**config.mk**
```make
export PLATFORM = sky130hd
export DESIGN_NAME = spi_nor_flash_command_sequencer_flat
export DESIGN_NICKNAME = d
export VERILOG_FILES = /design/src/design/snfcs_pkg.sv /design/src/design/snfcs_req_if.sv /design/src/design/snfcs_rsp_if.sv /design/src/design/snfcs_csr_if.sv /design/src/design/spi_nor_flash_command_sequencer.sv /design/src/flat_wrapper.sv
export SDC_FILE = /design/constraint.sdc
export NUM_CORES = 1
export LEC_CHECK = 0
export BUFFER_PORTS_ARGS = -buffer_cell sky130_fd_sc_hd__buf_2
export CELL_PAD_IN_SITES_DETAIL_PLACEMENT = 0
export CELL_PAD_IN_SITES_GLOBAL_PLACEMENT = 1
export CORE_MARGIN = 3
export CORE_UTILIZATION = 41
export DETAILED_ROUTE_END_ITERATION = 16
export PLACE_DENSITY = 0.84
export RECOVER_POWER = 100
export SLEW_MARGIN = 20
export SYNTH_ARGS = -nofsm -noshare
export SYNTH_HDL_FRONTEND = slang
export SYNTH_SLANG_ARGS = --single-unit
```
**constraint.sdc**
```tcl
create_clock -name clock -period 3.8 [get_ports clock]
set_input_delay 0.38 -clock clock [delete_from_list [all_inputs] [get_ports clock]]
set_output_delay 0.38 -clock clock [all_outputs]
set_load 0.05 [all_outputs]
```
**src/design/snfcs_pkg.sv**
```systemverilog
// Package for the serial NOR flash command sequencer: field widths, codes and
// register indexes. Depends on nothing.
package snfcs_pkg;

   localparam int ADDR_W = 24;
   localparam int LEN_W = 25;
   localparam int BYTE_W = 8;
   localparam int OP_W = 3;
   localparam int ACT_W = 2;
   localparam int NUM_REGS = 8;
   localparam int REG_IDX_W = 3;

   // Input actions.
   localparam logic [ACT_W-1:0] ACT_COMMAND = 2'd0;
   localparam logic [ACT_W-1:0] ACT_WRITE = 2'd1;
   localparam logic [ACT_W-1:0] ACT_EXCHANGE = 2'd2;

   // Host command codes.
   localparam logic [OP_W-1:0] OP_READ_ID = 3'd0;
   localparam logic [OP_W-1:0] OP_READ = 3'd1;
   localparam logic [OP_W-1:0] OP_PROGRAM = 3'd2;
   localparam logic [OP_W-1:0] OP_SECTOR_ERASE = 3'd3;
   localparam logic [OP_W-1:0] OP_CHIP_ERASE = 3'd4;

   // Configuration register indexes.
   localparam logic [REG_IDX_W-1:0] REG_OP_READ_ID = 3'd0;
   localparam logic [REG_IDX_W-1:0] REG_OP_WRITE_ENABLE = 3'd1;
   localparam logic [REG_IDX_W-1:0] REG_OP_READ_STATUS = 3'd2;
   localparam logic [REG_IDX_W-1:0] REG_OP_SECTOR_ERASE = 3'd3;
   localparam logic [REG_IDX_W-1:0] REG_OP_READ = 3'd4;
   localparam logic [REG_IDX_W-1:0] REG_OP_PROGRAM = 3'd5;
   localparam logic [REG_IDX_W-1:0] REG_OP_CHIP_ERASE = 3'd6;
   localparam logic [REG_IDX_W-1:0] REG_FILLER = 3'd7;

   typedef logic [BYTE_W-1:0] byte_type;

   localparam byte_type REG_RESET [NUM_REGS] = '{
      8'h9F, 8'h06, 8'h05, 8'h20, 8'h03, 8'h02, 8'hC7, 8'hFF
   };

   // Bit of the flash status register that reads one while a write is in progress.
   localparam int STATUS_BUSY_BIT = 0;

   typedef struct packed {
      logic              tx_valid;
      logic [BYTE_W-1:0] tx_byte;
      logic              frame_end;
      logic              read_valid;
      logic [BYTE_W-1:0] read_byte;
      logic              need_data;
      logic [ADDR_W-1:0] id_value;
      logic              done_res;
      logic              rejected;
   } rsp_type;

endpackage

```
**src/design/snfcs_req_if.sv**
```systemverilog
// Request channel of the serial NOR flash sequencer: valid/ready plus one input item.
// Depends on snfcs_pkg.
interface snfcs_req_if;
   logic                             valid;
   logic                             ready;
   logic [snfcs_pkg::ACT_W-1:0]      action;
   logic [snfcs_pkg::OP_W-1:0]       op;
   logic [snfcs_pkg::ADDR_W-1:0]     address;
   logic [snfcs_pkg::LEN_W-1:0]      length;
   logic [snfcs_pkg::BYTE_W-1:0]     data_byte;
   logic [snfcs_pkg::BYTE_W-1:0]     rx_byte;

   modport source (output valid, action, op, address, length, data_byte, rx_byte,
                   input ready);
   modport sink (input valid, action, op, address, length, data_byte, rx_byte,
                 output ready);
endinterface

```
**src/design/snfcs_rsp_if.sv**
```systemverilog
// Response channel of the serial NOR flash sequencer: valid/ready plus one result item.
// Depends on snfcs_pkg.
interface snfcs_rsp_if;
   logic                             valid;
   logic                             ready;
   logic                             tx_valid;
   logic [snfcs_pkg::BYTE_W-1:0]     tx_byte;
   logic                             frame_end;
   logic                             read_valid;
   logic [snfcs_pkg::BYTE_W-1:0]     read_byte;
   logic                             need_data;
   logic [snfcs_pkg::ADDR_W-1:0]     id_value;
   logic                             done_res;
   logic                             rejected;

   modport source (output valid, tx_valid, tx_byte, frame_end, read_valid, read_byte,
                   need_data, id_value, done_res, rejected, input ready);
   modport sink (input valid, tx_valid, tx_byte, frame_end, read_valid, read_byte,
                 need_data, id_value, done_res, rejected, output ready);
endinterface

```
**src/design/snfcs_csr_if.sv**
```systemverilog
// Configuration write channel of the serial NOR flash sequencer.
// Depends on snfcs_pkg.
interface snfcs_csr_if;
   logic                               valid;
   logic                               ready;
   logic [snfcs_pkg::REG_IDX_W-1:0]    index;
   logic [snfcs_pkg::BYTE_W-1:0]       data;

   modport source (output valid, index, data, input ready);
   modport sink (input valid, index, data, output ready);
endinterface

```
**src/design/spi_nor_flash_command_sequencer.sv**
```systemverilog
// Serial NOR flash command sequencer: phase machine, page split and result register.
// Depends on snfcs_pkg and the snfcs_req_if, snfcs_rsp_if and snfcs_csr_if interfaces.
//
// Usage. The request channel carries three kinds of transfer: a host command (read ID,
// read, program, sector erase, chip erase), a host data byte for a program, and the
// acknowledge of a finished serial byte exchange with the byte shifted in. Each request
// transfer yields at most one response transfer on the response channel: a byte to shift
// out (with an end-of-frame flag), a byte read from the flash, a request for the next
// program byte, a done flag (with the ID value after a read ID) or a reject flag for a
// command that arrived while another command was still running.
// The response is registered: it is held in an output register, loaded at the edge of
// the request transfer. Throughput is one request per cycle; the request side stays
// ready while the output register is empty or is being emptied in the same cycle, so a
// response that waits for the receiver holds off the next request until it is taken.
// The offset of a program address inside its page is found by a three-stage reciprocal
// multiply; it is ready before the page size is first needed, which is at least four
// transfers after the command.
// The configuration port writes opcode registers and the filler byte; it is always
// ready and should be used only while no command is in flight.
// A synchronous reset returns the machine to idle, empties the output register and
// loads the default opcodes.
module spi_nor_flash_command_sequencer #(
   parameter int PAGE_BYTES = 256
) (
   input  logic         clock,
   input  logic         reset,
   snfcs_req_if.sink    req_chan,
   snfcs_rsp_if.source  rsp_chan,
   snfcs_csr_if.sink    csr_chan
);

   localparam int ADDR_W = snfcs_pkg::ADDR_W;
   localparam int LEN_W = snfcs_pkg::LEN_W;
   localparam int BYTE_W = snfcs_pkg::BYTE_W;
   localparam int OFF_W = $clog2(PAGE_BYTES);
   localparam int PAGE_W = $clog2(PAGE_BYTES + 1);
   // Reciprocal for an exact quotient of any 24-bit address by the page size.
   localparam int SHIFT = ADDR_W + OFF_W;
   localparam int RECIP_W = ADDR_W + 2;
   localparam int PROD_W = ADDR_W + RECIP_W;
   localparam int QUOT_W = PROD_W - SHIFT;
   localparam longint unsigned RECIP_WIDE =
      ((longint'(1) << SHIFT) + longint'(PAGE_BYTES) - longint'(1)) / longint'(PAGE_BYTES);
   localparam logic [RECIP_W-1:0] RECIP = RECIP_W'(RECIP_WIDE);
   localparam logic [ADDR_W-1:0] PAGE_ADDR = ADDR_W'(PAGE_BYTES);
   localparam logic [PAGE_W-1:0] PAGE_SIZE = PAGE_W'(PAGE_BYTES);
   localparam logic [OFF_W-1:0] OFF_LAST = OFF_W'(PAGE_BYTES - 1);

   // Phase codes.
   localparam logic [3:0] PH_IDLE = 4'd0;
   localparam logic [3:0] PH_ID = 4'd1;
   localparam logic [3:0] PH_WREN = 4'd2;
   localparam logic [3:0] PH_PRE_CMD = 4'd3;
   localparam logic [3:0] PH_PRE_DATA = 4'd4;
   localparam logic [3:0] PH_HDR = 4'd5;
   localparam logic [3:0] PH_DATA_WAIT = 4'd6;
   localparam logic [3:0] PH_DATA_TX = 4'd7;
   localparam logic [3:0] PH_RDATA = 4'd8;
   localparam logic [3:0] PH_POST_CMD = 4'd9;
   localparam logic [3:0] PH_POST_DATA = 4'd10;

   logic [3:0]                 phase_ff, phase_in;
   logic [snfcs_pkg::OP_W-1:0] op_ff, op_in;
   logic [ADDR_W-1:0]          addr_ff, addr_in;
   logic [LEN_W-1:0]           left_ff, left_in;
   logic [PAGE_W-1:0]          page_ff, page_in;
   logic [1:0]                 hidx_ff, hidx_in;
   logic [ADDR_W-1:0]          id_ff, id_in;
   logic [OFF_W-1:0]           off_ff, off_in;
   logic [2:0]                 mvld_ff, mvld_in;
   logic [PROD_W-1:0]          prod1_ff;
   logic [ADDR_W-1:0]          prod2_ff;
   snfcs_pkg::byte_type        cfg_ff [snfcs_pkg::NUM_REGS];
   logic                       rsp_valid_ff, rsp_valid_in;
   snfcs_pkg::rsp_type         rsp_ff, res;

   logic                       accept;
   logic                       have;
   logic                       prog_start;
   logic [QUOT_W-1:0]          quot;
   logic [OFF_W-1:0]           init_off;
   logic [PAGE_W-1:0]          init_room;
   logic [PAGE_W-1:0]          init_page;
   logic [PAGE_W-1:0]          post_room;
   logic [PAGE_W-1:0]          post_page;

   snfcs_pkg::byte_type        filler;

   // Result that asks for one byte to be shifted out.
   function automatic snfcs_pkg::rsp_type tx_res(input snfcs_pkg::byte_type b,
                                                 input logic last);
      snfcs_pkg::rsp_type r;
      r = '0;
      r.tx_valid = 1'b1;
      r.tx_byte = b;
      r.frame_end = last;
      return r;
   endfunction

   // Smaller of the bytes still to program and the room left in the page.
   function automatic logic [PAGE_W-1:0] page_min(input logic [LEN_W-1:0] left,
                                                  input logic [PAGE_W-1:0] room);
      logic [PAGE_W-1:0] r;
      r = room;
      if (left < LEN_W'(room)) begin
         r = left[PAGE_W-1:0];
      end
      return r;
   endfunction

   assign accept = req_chan.valid && req_chan.ready;
   assign req_chan.ready = !rsp_valid_ff || rsp_chan.ready;
   assign csr_chan.ready = 1'b1;
   assign filler = cfg_ff[snfcs_pkg::REG_FILLER];

   // Page offset of a new program address: quotient by reciprocal, then remainder.
   assign quot = prod1_ff[PROD_W-1:SHIFT];
   assign init_off = OFF_W'(addr_ff - prod2_ff);
   assign init_room = PAGE_SIZE - PAGE_W'(init_off);
   assign init_page = page_min(left_ff, init_room);
   // Next page of a program that continues, from the tracked offset.
   assign post_room = PAGE_SIZE - PAGE_W'(off_ff);
   assign post_page = page_min(left_ff, post_room);

   assign prog_start = accept && (req_chan.action == snfcs_pkg::ACT_COMMAND) &&
                       (phase_ff == PH_IDLE) && (req_chan.op == snfcs_pkg::OP_PROGRAM);
   assign mvld_in = {mvld_ff[1:0], prog_start};

   always_comb begin
      logic [ADDR_W-1:0] acc;
      logic [LEN_W-1:0]  left_dec;
      logic              empty;
      snfcs_pkg::byte_type abyte;

      phase_in = phase_ff;
      op_in = op_ff;
      addr_in = addr_ff;
      left_in = left_ff;
      page_in = page_ff;
      hidx_in = hidx_ff;
      id_in = id_ff;
      off_in = off_ff;
      res = '0;
      acc = {id_ff[ADDR_W-BYTE_W-1:0], req_chan.rx_byte};
      left_dec = left_ff - LEN_W'(1);
      empty = 1'b1;
      abyte = addr_ff[7:0];

      // The page offset pipeline lands while the header is still going out.
      if (mvld_ff[2]) begin
         page_in = init_page;
         off_in = init_off;
      end

      if (accept) begin
         unique case (req_chan.action)
            snfcs_pkg::ACT_COMMAND: begin
               if (phase_ff != PH_IDLE) begin
                  res.rejected = 1'b1;
               end else if (req_chan.op <= snfcs_pkg::OP_CHIP_ERASE) begin
                  op_in = req_chan.op;
                  addr_in = req_chan.address;
                  left_in = req_chan.length;
                  hidx_in = 2'd0;
                  page_in = '0;
                  unique case (req_chan.op)
                     snfcs_pkg::OP_READ_ID: begin
                        id_in = '0;
                        res = tx_res(cfg_ff[snfcs_pkg::REG_OP_READ_ID], 1'b0);
                        phase_in = PH_ID;
                     end
                     snfcs_pkg::OP_READ: begin
                        res = tx_res(cfg_ff[snfcs_pkg::REG_OP_READ], 1'b0);
                        phase_in = PH_HDR;
                     end
                     default: begin
                        res = tx_res(cfg_ff[snfcs_pkg::REG_OP_WRITE_ENABLE], 1'b1);
                        phase_in = PH_WREN;
                     end
                  endcase
               end
            end
            snfcs_pkg::ACT_WRITE: begin
               if (phase_ff == PH_DATA_WAIT) begin
                  res = tx_res(req_chan.data_byte, page_ff == PAGE_W'(1));
                  page_in = page_ff - PAGE_W'(1);
                  left_in = left_dec;
                  addr_in = addr_ff + ADDR_W'(1);
                  // The offset restarts at a page boundary and where the address wraps.
                  if ((addr_ff == '1) || (off_ff == OFF_LAST)) begin
                     off_in = '0;
                  end else begin
                     off_in = off_ff + OFF_W'(1);
                  end
                  phase_in = PH_DATA_TX;
               end
            end
            snfcs_pkg::ACT_EXCHANGE: begin
               unique case (phase_ff)
                  PH_ID: begin
                     if (hidx_ff == 2'd0) begin
                        res = tx_res(filler, 1'b0);
                        hidx_in = 2'd1;
                     end else begin
                        id_in = acc;
                        if (hidx_ff == 2'd3) begin
                           res.id_value = acc;
                           res.done_res = 1'b1;
                           phase_in = PH_IDLE;
                        end else begin
                           res = tx_res(filler, hidx_ff == 2'd2);
                           hidx_in = hidx_ff + 2'd1;
                        end
                     end
                  end
                  PH_WREN: begin
                     if (op_ff == snfcs_pkg::OP_PROGRAM) begin
                        res = tx_res(cfg_ff[snfcs_pkg::REG_OP_PROGRAM], 1'b0);
                        hidx_in = 2'd0;
                        phase_in = PH_HDR;
                     end else begin
                        res = tx_res(cfg_ff[snfcs_pkg::REG_OP_READ_STATUS], 1'b0);
                        phase_in = PH_PRE_CMD;
                     end
                  end
                  PH_PRE_CMD: begin
                     res = tx_res(filler, 1'b1);
                     phase_in = PH_PRE_DATA;
                  end
                  PH_POST_CMD: begin
                     res = tx_res(filler, 1'b1);
                     phase_in = PH_POST_DATA;
                  end
                  PH_PRE_DATA: begin
                     if (req_chan.rx_byte[snfcs_pkg::STATUS_BUSY_BIT]) begin
                        res = tx_res(cfg_ff[snfcs_pkg::REG_OP_READ_STATUS], 1'b0);
                        phase_in = PH_PRE_CMD;
                     end else if (op_ff == snfcs_pkg::OP_CHIP_ERASE) begin
                        res = tx_res(cfg_ff[snfcs_pkg::REG_OP_CHIP_ERASE], 1'b1);
                        hidx_in = 2'd0;
                        phase_in = PH_HDR;
                     end else begin
                        res = tx_res(cfg_ff[snfcs_pkg::REG_OP_SECTOR_ERASE], 1'b0);
                        hidx_in = 2'd0;
                        phase_in = PH_HDR;
                     end
                  end
                  PH_HDR: begin
                     if (op_ff == snfcs_pkg::OP_CHIP_ERASE) begin
                        res = tx_res(cfg_ff[snfcs_pkg::REG_OP_READ_STATUS], 1'b0);
                        phase_in = PH_POST_CMD;
                     end else if (hidx_ff != 2'd3) begin
                        // Address bytes go out most significant first.
                        unique case (hidx_ff)
                           2'd0: abyte = addr_ff[23:16];
                           2'd1: abyte = addr_ff[15:8];
                           default: abyte = addr_ff[7:0];
                        endcase
                        if (op_ff == snfcs_pkg::OP_READ) begin
                           empty = (left_ff == '0);
                        end else if (op_ff == snfcs_pkg::OP_PROGRAM) begin
                           empty = (page_ff == '0);
                        end
                        res = tx_res(abyte, (hidx_ff == 2'd2) && empty);
                        hidx_in = hidx_ff + 2'd1;
                     end else if (op_ff == snfcs_pkg::OP_READ) begin
                        if (left_ff == '0) begin
                           res.done_res = 1'b1;
                           phase_in = PH_IDLE;
                        end else begin
                           res = tx_res(filler, left_ff == LEN_W'(1));
                           phase_in = PH_RDATA;
                        end
                     end else if ((op_ff == snfcs_pkg::OP_PROGRAM) && (page_ff != '0)) begin
                        res.need_data = 1'b1;
                        phase_in = PH_DATA_WAIT;
                     end else begin
                        res = tx_res(cfg_ff[snfcs_pkg::REG_OP_READ_STATUS], 1'b0);
                        phase_in = PH_POST_CMD;
                     end
                  end
                  PH_DATA_TX: begin
                     if (page_ff != '0) begin
                        res.need_data = 1'b1;
                        phase_in = PH_DATA_WAIT;
                     end else begin
                        res = tx_res(cfg_ff[snfcs_pkg::REG_OP_READ_STATUS], 1'b0);
                        phase_in = PH_POST_CMD;
                     end
                  end
                  PH_RDATA: begin
                     left_in = left_dec;
                     if (left_dec == '0) begin
                        res.done_res = 1'b1;
                        phase_in = PH_IDLE;
                     end else begin
                        res = tx_res(filler, left_dec == LEN_W'(1));
                     end
                     res.read_valid = 1'b1;
                     res.read_byte = req_chan.rx_byte;
                  end
                  PH_POST_DATA: begin
                     if (req_chan.rx_byte[snfcs_pkg::STATUS_BUSY_BIT]) begin
                        res = tx_res(cfg_ff[snfcs_pkg::REG_OP_READ_STATUS], 1'b0);
                        phase_in = PH_POST_CMD;
                     end else if ((op_ff == snfcs_pkg::OP_PROGRAM) && (left_ff != '0)) begin
                        page_in = post_page;
                        res = tx_res(cfg_ff[snfcs_pkg::REG_OP_WRITE_ENABLE], 1'b1);
                        phase_in = PH_WREN;
                     end else begin
                        res.done_res = 1'b1;
                        phase_in = PH_IDLE;
                     end
                  end
                  default: begin
                     // Idle or waiting for host data: no byte is outstanding.
                  end
               endcase
            end
            default: begin
               // Unused action code.
            end
         endcase
      end
   end

   // A request yields a response only if its result carries at least one of these flags.
   assign have = res.tx_valid || res.read_valid || res.need_data || res.done_res ||
                 res.rejected;

   always_comb begin
      rsp_valid_in = rsp_valid_ff;
      if (accept) begin
         rsp_valid_in = have;
      end else if (rsp_chan.ready) begin
         rsp_valid_in = 1'b0;
      end
   end

   always_ff @(posedge clock) begin
      if (reset) begin
         phase_ff <= PH_IDLE;
         op_ff <= '0;
         addr_ff <= '0;
         left_ff <= '0;
         page_ff <= '0;
         hidx_ff <= '0;
         id_ff <= '0;
         off_ff <= '0;
         mvld_ff <= '0;
         rsp_valid_ff <= 1'b0;
         for (int i = 0; i < snfcs_pkg::NUM_REGS; i++) begin
            cfg_ff[i] <= snfcs_pkg::REG_RESET[i];
         end
      end else begin
         phase_ff <= phase_in;
         op_ff <= op_in;
         addr_ff <= addr_in;
         left_ff <= left_in;
         page_ff <= page_in;
         hidx_ff <= hidx_in;
         id_ff <= id_in;
         off_ff <= off_in;
         mvld_ff <= mvld_in;
         rsp_valid_ff <= rsp_valid_in;
         if (csr_chan.valid && csr_chan.ready) begin
            cfg_ff[csr_chan.index] <= csr_chan.data;
         end
      end
   end

   // Payload registers: the result and the page offset multiplier stages.
   always_ff @(posedge clock) begin
      if (accept && have) begin
         rsp_ff <= res;
      end
      if (mvld_ff[0]) begin
         prod1_ff <= PROD_W'(addr_ff) * PROD_W'(RECIP);
      end
      if (mvld_ff[1]) begin
         prod2_ff <= ADDR_W'(quot) * PAGE_ADDR;
      end
   end

   assign rsp_chan.valid = rsp_valid_ff;
   assign rsp_chan.tx_valid = rsp_ff.tx_valid;
   assign rsp_chan.tx_byte = rsp_ff.tx_byte;
   assign rsp_chan.frame_end = rsp_ff.frame_end;
   assign rsp_chan.read_valid = rsp_ff.read_valid;
   assign rsp_chan.read_byte = rsp_ff.read_byte;
   assign rsp_chan.need_data = rsp_ff.need_data;
   assign rsp_chan.id_value = rsp_ff.id_value;
   assign rsp_chan.done_res = rsp_ff.done_res;
   assign rsp_chan.rejected = rsp_ff.rejected;

endmodule

```
**src/flat_wrapper.sv**
```systemverilog
// flat-port wrapper written by rule: the top's interface ports become plain ports
module spi_nor_flash_command_sequencer_flat 
#(
   parameter int PAGE_BYTES = 256
)
  (clock, reset, req_chan_valid, req_chan_action, req_chan_op, req_chan_address, req_chan_length, req_chan_data_byte, req_chan_rx_byte, req_chan_ready, rsp_chan_valid, rsp_chan_tx_valid, rsp_chan_tx_byte, rsp_chan_frame_end, rsp_chan_read_valid, rsp_chan_read_byte, rsp_chan_need_data, rsp_chan_id_value, rsp_chan_done_res, rsp_chan_rejected, rsp_chan_ready, csr_chan_valid, csr_chan_index, csr_chan_data, csr_chan_ready);
  snfcs_req_if req_chan_i ();
  snfcs_rsp_if rsp_chan_i ();
  snfcs_csr_if csr_chan_i ();
  input  logic clock;
  input  logic reset;
  input wire logic [$bits(req_chan_i.valid)-1:0] req_chan_valid;
  input wire logic [$bits(req_chan_i.action)-1:0] req_chan_action;
  input wire logic [$bits(req_chan_i.op)-1:0] req_chan_op;
  input wire logic [$bits(req_chan_i.address)-1:0] req_chan_address;
  input wire logic [$bits(req_chan_i.length)-1:0] req_chan_length;
  input wire logic [$bits(req_chan_i.data_byte)-1:0] req_chan_data_byte;
  input wire logic [$bits(req_chan_i.rx_byte)-1:0] req_chan_rx_byte;
  output wire logic [$bits(req_chan_i.ready)-1:0] req_chan_ready;
  output wire logic [$bits(rsp_chan_i.valid)-1:0] rsp_chan_valid;
  output wire logic [$bits(rsp_chan_i.tx_valid)-1:0] rsp_chan_tx_valid;
  output wire logic [$bits(rsp_chan_i.tx_byte)-1:0] rsp_chan_tx_byte;
  output wire logic [$bits(rsp_chan_i.frame_end)-1:0] rsp_chan_frame_end;
  output wire logic [$bits(rsp_chan_i.read_valid)-1:0] rsp_chan_read_valid;
  output wire logic [$bits(rsp_chan_i.read_byte)-1:0] rsp_chan_read_byte;
  output wire logic [$bits(rsp_chan_i.need_data)-1:0] rsp_chan_need_data;
  output wire logic [$bits(rsp_chan_i.id_value)-1:0] rsp_chan_id_value;
  output wire logic [$bits(rsp_chan_i.done_res)-1:0] rsp_chan_done_res;
  output wire logic [$bits(rsp_chan_i.rejected)-1:0] rsp_chan_rejected;
  input wire logic [$bits(rsp_chan_i.ready)-1:0] rsp_chan_ready;
  input wire logic [$bits(csr_chan_i.valid)-1:0] csr_chan_valid;
  input wire logic [$bits(csr_chan_i.index)-1:0] csr_chan_index;
  input wire logic [$bits(csr_chan_i.data)-1:0] csr_chan_data;
  output wire logic [$bits(csr_chan_i.ready)-1:0] csr_chan_ready;
  assign req_chan_i.valid = req_chan_valid;
  assign req_chan_i.action = req_chan_action;
  assign req_chan_i.op = req_chan_op;
  assign req_chan_i.address = req_chan_address;
  assign req_chan_i.length = req_chan_length;
  assign req_chan_i.data_byte = req_chan_data_byte;
  assign req_chan_i.rx_byte = req_chan_rx_byte;
  assign req_chan_ready = req_chan_i.ready;
  assign rsp_chan_valid = rsp_chan_i.valid;
  assign rsp_chan_tx_valid = rsp_chan_i.tx_valid;
  assign rsp_chan_tx_byte = rsp_chan_i.tx_byte;
  assign rsp_chan_frame_end = rsp_chan_i.frame_end;
  assign rsp_chan_read_valid = rsp_chan_i.read_valid;
  assign rsp_chan_read_byte = rsp_chan_i.read_byte;
  assign rsp_chan_need_data = rsp_chan_i.need_data;
  assign rsp_chan_id_value = rsp_chan_i.id_value;
  assign rsp_chan_done_res = rsp_chan_i.done_res;
  assign rsp_chan_rejected = rsp_chan_i.rejected;
  assign rsp_chan_i.ready = rsp_chan_ready;
  assign csr_chan_i.valid = csr_chan_valid;
  assign csr_chan_i.index = csr_chan_index;
  assign csr_chan_i.data = csr_chan_data;
  assign csr_chan_ready = csr_chan_i.ready;
  spi_nor_flash_command_sequencer #(.PAGE_BYTES(PAGE_BYTES)) u_core (.clock(clock), .reset(reset), .req_chan(req_chan_i), .rsp_chan(rsp_chan_i), .csr_chan(csr_chan_i));
endmodule
```
==> results.cfg <==
[status]
status = finished with violations
failed_checks = capacitance limit, slew limit

[cts]
htreeDepth = 1
hold_buffers = 0
cts_root_buffer = clkbuf_16
ctsLongestPathBuffers = 3
cts_setup_buffers = 0
cts_tree = done
post_cts_resized = 0
clock-sinks = 205
clkTransAtPathRegs_ps = 60
cts-buffers-inserted = 23
clock_latency_ps = 510

[timing]
skew_ps = 12.1
tightest_slew_ps = 1820
slew_violations = 38
timing.fmax_mhz = 282
period_minus_slack_ps = 3550
hold_viol = 0
rsz0062_at_grt = false
finalSetupViolCount = 0
timing.slew.headroom_pct = -21.1
finalCritPeriodShare_pct = 93.3
finalSetupTns_ps = 0

[worst_setup_path]
timing.rr.end = u_core.rsp_chan.id_value[22]
critPathCaptureType = flip-flop
worstSetupStartpointType = flip-flop
rrSetupSlack_ps = 250
crit_type = reg2reg
arrival_ps = 3720
worstPathRequired_ps = 3970
crit_path_max_fanout = 23
r2r-start = u_core.left_ff[13]
reg2regPathDepth = 9

[logic_synthesis]
synthArstFlopShare_pct = 0
syn_nets = 1558
synth-seq-cells = 205
syn_area_per_cell_um2 = 8.65
yosys_warnings = 0
seq_area_frac_synth_pct = 41.9
synthesis.area_um2 = 12400
netlist_instances = 1436
ys.flop_type = edfxtp_1
yosysUniqueCellTypes = 81
synth-edff-count = 110

[grt]
grt_pass1_vias = 10800
grt_use_total_pct = 22.4
antenna_found_initial = 0
grt_max_degree = 74
globalRouteOverflowTotal = 0
grt_pass1_wl_mm = 60.1

[worst_hold_path]
min-delay-start = req_chan_op[1]
hold-path-cell-count = 3
hold_end = u_core.op_ff[1]
hold_class = in2reg

[floorplan]
num_rows = 63
initial_utilization_pct = 41.8
core_region_area_um2 = 29700
die_width_um = 180
ios = 135
die_h_um = 180
dieArea_um2 = 32400

[placed_design]
io_buffers = 133
gp_congestion = 0.915
place_hpwl_mm = 27.0

[route]
vias_per_cell = 5.85
vias = 11400
antenna_left = 0
drt_iter0_drc = 959
drc_errors = 0
wirelength_mm = 38.0
drtPass1Iterations = 5
wl_per_cell_um = 19.5

[cells_and_area]
final_layout_size_suffix_gt1_share_pct = 12.2
num-nets-final = 1661
nFillCells = 2932
num_antenna_cells = 0
synthToLayoutAreaGrowth_pct = 14.4
fin_util_pct = 47.8
multi_input_comb_area_um2 = 6690
regArea_um2 = 5200

[pwr]
cellPowerDensity_nw_per_um2 = 419
vdd_drop_max_uv = 360
total_power_w = 0.00595
p_leak_nw = 5.16

[job]
cap_violations = 1
-- cell usage in the layout (no fill, tap or decap), types with 33 or more instances in the layout --
master / instances
inv_1: 36
edfxtp_1: 110
o21ai_0: 85
clkbuf_1: 62
dfxtp_1: 95
nor3_1: 45
buf_4: 33
nand2_1: 180
and2_0: 38
buf_2: 84
nand3_1: 48
ha_1: 36
a21oi_1: 104
mux2i_1: 33
nor2_1: 99
-- registers in the layout, summed over array words and instances, names as in the netlist, 2 cells and up --
signal and cells:
u_core.cfg_ff 64, u_core.left_ff 25, u_core.addr_ff 24, u_core.rsp_chan.id_value 24
u_core.id_ff 16, u_core.page_ff 9, u_core.off_ff 8, u_core.rsp_chan.read_byte 8
u_core.rsp_chan.tx_byte 8, u_core.phase_ff 4, u_core.mvld_ff 3, u_core.op_ff 3
u_core.hidx_ff 2
-- cell usage after synthesis, types with 4 or more instances --
cell type	count	share of area (%)
a211o_1	11	0.78
a211oi_1	26	1.6
a21o_1	22	1.3
a21oi_1	104	4.2
a221o_1	9	0.73
a221oi_1	8	0.56
a22o_1	11	0.78
a22oi_1	22	1.3
a31oi_1	17	0.86
and2_1	63	3.2
and3_1	8	0.40
and4_1	4	0.28
buf_1	5	0.15
clkbuf_1	92	2.8
dfxtp_1	95	15
edfxtp_1	110	27
ha_1	36	3.6
inv_1	36	1.1
mux2_2	6	0.54
mux2i_1	33	2.7
nand2_1	180	5.4
nand2b_1	20	1.0
nand3_1	49	2.0
nand3b_1	5	0.30
nand4_1	9	0.45
nand4b_1	4	0.28
nor2_1	99	3.0
nor2b_1	19	0.96
nor3_1	45	1.8
nor3b_1	9	0.54
nor4_1	19	0.96
o21ai_0	85	3.4
o22ai_1	12	0.60
o2bb2ai_1	9	0.63
o31ai_1	20	1.2
or2_2	17	0.86
or3_1	26	1.3
or4_1	6	0.36
xnor2_1	14	0.99
xor2_1	10	0.71
-- worst max-delay path by stage --
stage / from / cells after the start / end / slack [ps]
final: u_core.left_ff[13] / 9 / u_core.rsp_chan.id_value[22] / 250
after global routing: u_core.left_ff[2] / 8 / u_core.rsp_chan.tx_byte[6] / 40
after CTS: u_core.left_ff[13] / 9 / u_core.rsp_chan.id_value[13] / 310
after detailed placement: u_core.left_ff[13] / 9 / u_core.rsp_chan.rejected / 340
after global placement: u_core.left_ff[13] / 9 / u_core.rsp_chan.rejected / 460
after floorplan: u_core.left_ff[19] / 9 / u_core.rsp_chan.done_res / 260
-- cell families (layout without fill, tap and decap cells) --
logic type / count (synthesis) / in the layout / synth area share, %
compound gates: 394 / 394 / 20.6
xor+xnor: 24 / 24 / 1.69
fa+ha+maj: 36 / 36 / 3.63
buf+inv: 138 / 256 / 4.33
flops: 205 / 205 / 41.9
mux: 40 / 40 / 3.29
other cells: 1 / 1 / 0.0302
simple gates: 598 / 598 / 24.5
-- through the flow --
stage	cells	setup slack, ps	instance area, µm²	hold WS (ps)
after floorplan	1436	262	12400	414
after global placement	1904	456	13500	426
after detailed placement	1904	340	13500	444
after CTS	1944	315	14300	131
after global routing	1944	43.0	14200	142
final	1944	255	14200	149
-- critical path, cell delays in order, from the launching register on --
cell	delay, ps
dfxtp_1	360
nor4_1	570
nand2_1	340
or2_4	360
nor4_1	630
a21oi_1	160
o22ai_1	250
o21ai_1	120
nand3_2	90
buf_4	310
-- per-layer routing --
| metal | vias up | global-route usage (%) | part of all wire, % |
|---|---|---|---|
| li1 | 5476 | - | - |
| met1 | 5386 | 32.4 | 45 |
| met2 | 442 | 36.0 | 46 |
| met3 | 66 | 2.73 | 6.2 |
| met4 | 0 | 5.99 | 2.7 |
| met5 | - | 0 | 0 |
-- cell type report --
class / count / area share [%]
multi-input cells: 1093 / 47.1
well taps: 390 / 3.43
flip-flops and latches: 205 / 36.6
clock inverters: 14 / 1.23
inverters: 37 / 0.977
clock buffers: 26 / 4.27
repair buffers: 179 / 6.37
-- power by group --
group / switching (W) / total (W) / leakage [nW] / internal [W]
registers: 0.0000885 / 0.00251 / 1.83 / 0.00243
logic: 0.000711 / 0.00111 / 2.95 / 0.000396
clock network: 0.000919 / 0.00233 / 0.376 / 0.00141
total: 0.00172 / 0.00595 / 5.16 / 0.00423
Note: power is estimated with default switching activity, not from simulation.
